**config.mk**
```make
export PLATFORM = sky130hd
export DESIGN_NAME = prdo_ring
export DESIGN_NICKNAME = d
export VERILOG_FILES = /design/src/hdl/packet_ring_drop_oldest_defines.svh /design/src/hdl/prdo_ring.sv
export SDC_FILE = /design/constraint.sdc
export NUM_CORES = 1
export LEC_CHECK = 0
export CAP_MARGIN = 0
export CORE_AREA = 2 2 39 41
export DETAILED_ROUTE_END_ITERATION = 10
export DIE_AREA = 0 0 41 43
export DONT_BUFFER_PORTS = 1
export PLACE_DENSITY = 0.51
export SLEW_MARGIN = 15
export SYNTH_ARGS = -nofsm -noshare
export SYNTH_HDL_FRONTEND = slang
export SYNTH_SLANG_ARGS = --single-unit
```
**constraint.sdc**
```tcl
create_clock -name vclk -period 2.1
set_input_delay 0.21 -clock vclk [all_inputs]
set_output_delay 0.21 -clock vclk [all_outputs]
set_load 0.05 [all_outputs]
```
**src/hdl/packet_ring_drop_oldest_defines.svh**
```systemverilog
// assertion macros shared by the packet ring
// clocked on clk_i, disabled while rst_ni is low
`ifndef PACKET_RING_DROP_OLDEST_DEFINES_SVH
`define PACKET_RING_DROP_OLDEST_DEFINES_SVH

// condition must hold at every clock edge
`define PRDO_ASSERT_NOW(name, cond, msg) \
  name: assert property (@(posedge clk_i) disable iff (!rst_ni) (cond)) else $error(msg);

// consequent must hold in the cycle after the antecedent
`define PRDO_ASSERT_NEXT(name, ante, cons, msg) \
  name: assert property (@(posedge clk_i) disable iff (!rst_ni) (ante) |=> (cons)) \
    else $error(msg);

`endif

```
**src/hdl/prdo_ring.sv**
```systemverilog
`default_nettype none

module prdo_ring #(
  parameter int CAPACITY = 4096
) (
  input  wire logic [$clog2(CAPACITY)-1:0]   idx_i,
  input  wire logic [$clog2(CAPACITY+1)-1:0] n_i,
  output logic      [$clog2(CAPACITY)-1:0]   sum_o
);

  localparam int IW = $clog2(CAPACITY);
  localparam int CW = $clog2(CAPACITY + 1);
  localparam int SW = CW + 1;

  logic [SW-1:0] raw;
  logic [SW-1:0] wrapped;

  // index plus step, wrapped once around the ring (step never exceeds capacity)
  always_comb begin
    raw     = SW'(idx_i) + SW'(n_i);
    wrapped = (raw >= SW'(CAPACITY)) ? (raw - SW'(CAPACITY)) : raw;
    sum_o   = wrapped[IW-1:0];
  end

endmodule

`default_nettype wire

```
==> metrics.txt <==
drt pass-1 iters=3; final hold violations=0; Wirelength per Cell=13.6 µm; Yosys warnings=0; diode count=0; Synth area leader=ha_1; Cells after Synth=59; register area share after synthesis=0%; largest net degree at the start of global routing=8; Via density=5.60; switching power=287 µW; syn_nets=96; post-route ant nets=0; combinational share of power=100.0%; Residual DRC=0; Fillers=132; Die ar.=1760 µm²; worst vdd rail ir drop=315 µV; post-synth top area share=27.4%; Finished Core Util=52.0%; hold_buf cts=0; MaxCap Viol Count=0; IO Port Bufs=0; First DRT Iteration DRCs=5; Clock Buffer Count=0; WP data required=1890 ps; vias in the first global route=451; power per cell area=638 nW/µm²; Synth area leaders=ha_1, xnor2_1, a21oi_1; initial core utilization=36.3%; post-synth cell types=25; Tmin final=2120 ps; Max Slew Vio Count=0; Routed WL=1180 µm; Cell Rows=14; Pleak=0.300 nW; Post-Syn Area=503 µm²; register area=0 µm²; internal power=172 µW; maximum net fanout on the critical path=3; gr usage total=13.6%; failing checks=setup timing; WP data arrival=1910 ps; Crit path largest cell delay=410 ps; die width=41 µm; setup ws final=-24.5 ps; HP Class=in -> out; global-route wire length before repair=1760 µm; share of layout cells above drive strength 1=39.4%; Die Height=43 µm; status=finished, violations left; initial antenna violation count=0; Max Clk Rate=471 MHz; Crit Path Class=in -> out; HPWL after DPL=990 µm; Post-Layout Cell Count=87; Worst Setup Start Kind=input pin; final setup violation count=1; Seq pwr share=0%; clock network power share=0%; Synth Area per Inst=8.53 µm²; Slew HR=71.7%; total I/O pin count=37; Nets=110; gpl congestion=0.698; sw frac=62.5%; critical path's slowest cell=a2111oi_4; RSZ-0062 raised after global routing=yes; Final Cycle Share=101%; Slew @ Worst Pin=424 ps; dpl ws=-74.9 ps; vias=487; core area=1380 µm²; crit end category=output port; total congestion overflow=0; crit path cell chain=ha_1 > and3_4 > a2111oi_4 > a21oi_2 > a41oi_2 > xnor2_4; Area Growth Syn to Fin=43.0%; DP Cell Count=86; seq_cells=0
[layer usage]
layer | up-vias | part of all wire (%) | track usage, %
li1 | 251 | - | -
met4 | 0 | 0 | 0
met5 | - | 0 | 0
met3 | 0 | 6.8 | 1.57
met2 | 18 | 58 | 26.9
met1 | 218 | 35 | 14.8
[synthesized netlist by cell type]
cell type / instances
a2111oi_0: 1
a2111oi_4: 1
a211oi_1: 1
a21boi_1: 1
a21o_1: 3
a21oi_1: 8
a21oi_2: 1
a41oi_2: 1
and2_1: 2
and3_1: 1
and3_4: 1
clkbuf_1: 1
fa_1: 1
ha_1: 11
nand2_1: 1
nand3_1: 1
nand4_1: 3
nor2_1: 2
nor3_1: 2
o21a_1: 1
o21ai_0: 2
o21bai_1: 1
or3_1: 1
xnor2_1: 7
xor2_1: 4
[what timing repair did]
item / 4_1_cts / 5_1_grt
resized for setup: 2 / 6
pin swaps: 2 / 6
gates cloned: 0 / 0
endpoints found under the setup margin: 3 / 3
setup buffers: 0 / 1
[cells by family after synthesis]
kind of cell / share of synthesized area, %
simple gates: 16.2
compound gates: 32.6
xor+xnor: 19.2
fa+ha+maj: 31.3
buf+inv: 0.746
[layout make-up]
class	count	area, µm²	area share [%]
multi-input combinational	58	589	81.9
timing repair buffer	13	110	15.3
tap	16	20.0	2.78
[path summary, 6_finish.rpt]
path,from,end,slack [ps],cells after the start
max,idx_i[2],sum_o[11],-20,6
min,n_i[0],sum_o[0],620,1
[through the flow]
step / total power [mW] / hold slack, ps / instance area [µm²] / TNS (ps)
global route: 0.485 / 620 / 719 / -164
global placement: 0.427 / 708 / 662 / -84.5
CTS: 0.439 / 709 / 674 / -54.1
floorplan: 0.331 / 704 / 543 / -309
finish: 0.459 / 619 / 719 / -24.5
detailed placement: 0.430 / 709 / 662 / -119
[placed cells by master, fill, tap and decap left out, types with 2 or more instances in the layout]
master,count
xnor2_4,2
nor2_1,2
ha_2,2
nand4_1,3
o21ai_0,2
buf_4,12
xor2_1,2
xor2_2,2
a21oi_1,8
nor3_1,2
xnor2_1,4
ha_1,8
a21o_1,3
and2_1,2
[power by group through the flow]
stage	clock, mW	sequential, mW	combinational (mW)
after floorplan	0	0	0.331
after global placement	0	0	0.427
after detailed placement	0	0	0.430
after CTS	0	0	0.439
after global routing	0	0	0.485
final	0	0	0.459
[critical path, delay by kind of cell]
family / cells / cell delay, ps
XOR/XNOR: 1 / 260
AND/OR/NAND/NOR: 1 / 210
AO/OA/AOI/OAI: 3 / 930
adder cells (fa/ha/maj): 1 / 310
Note: power is estimated with default switching activity, not from simulation.
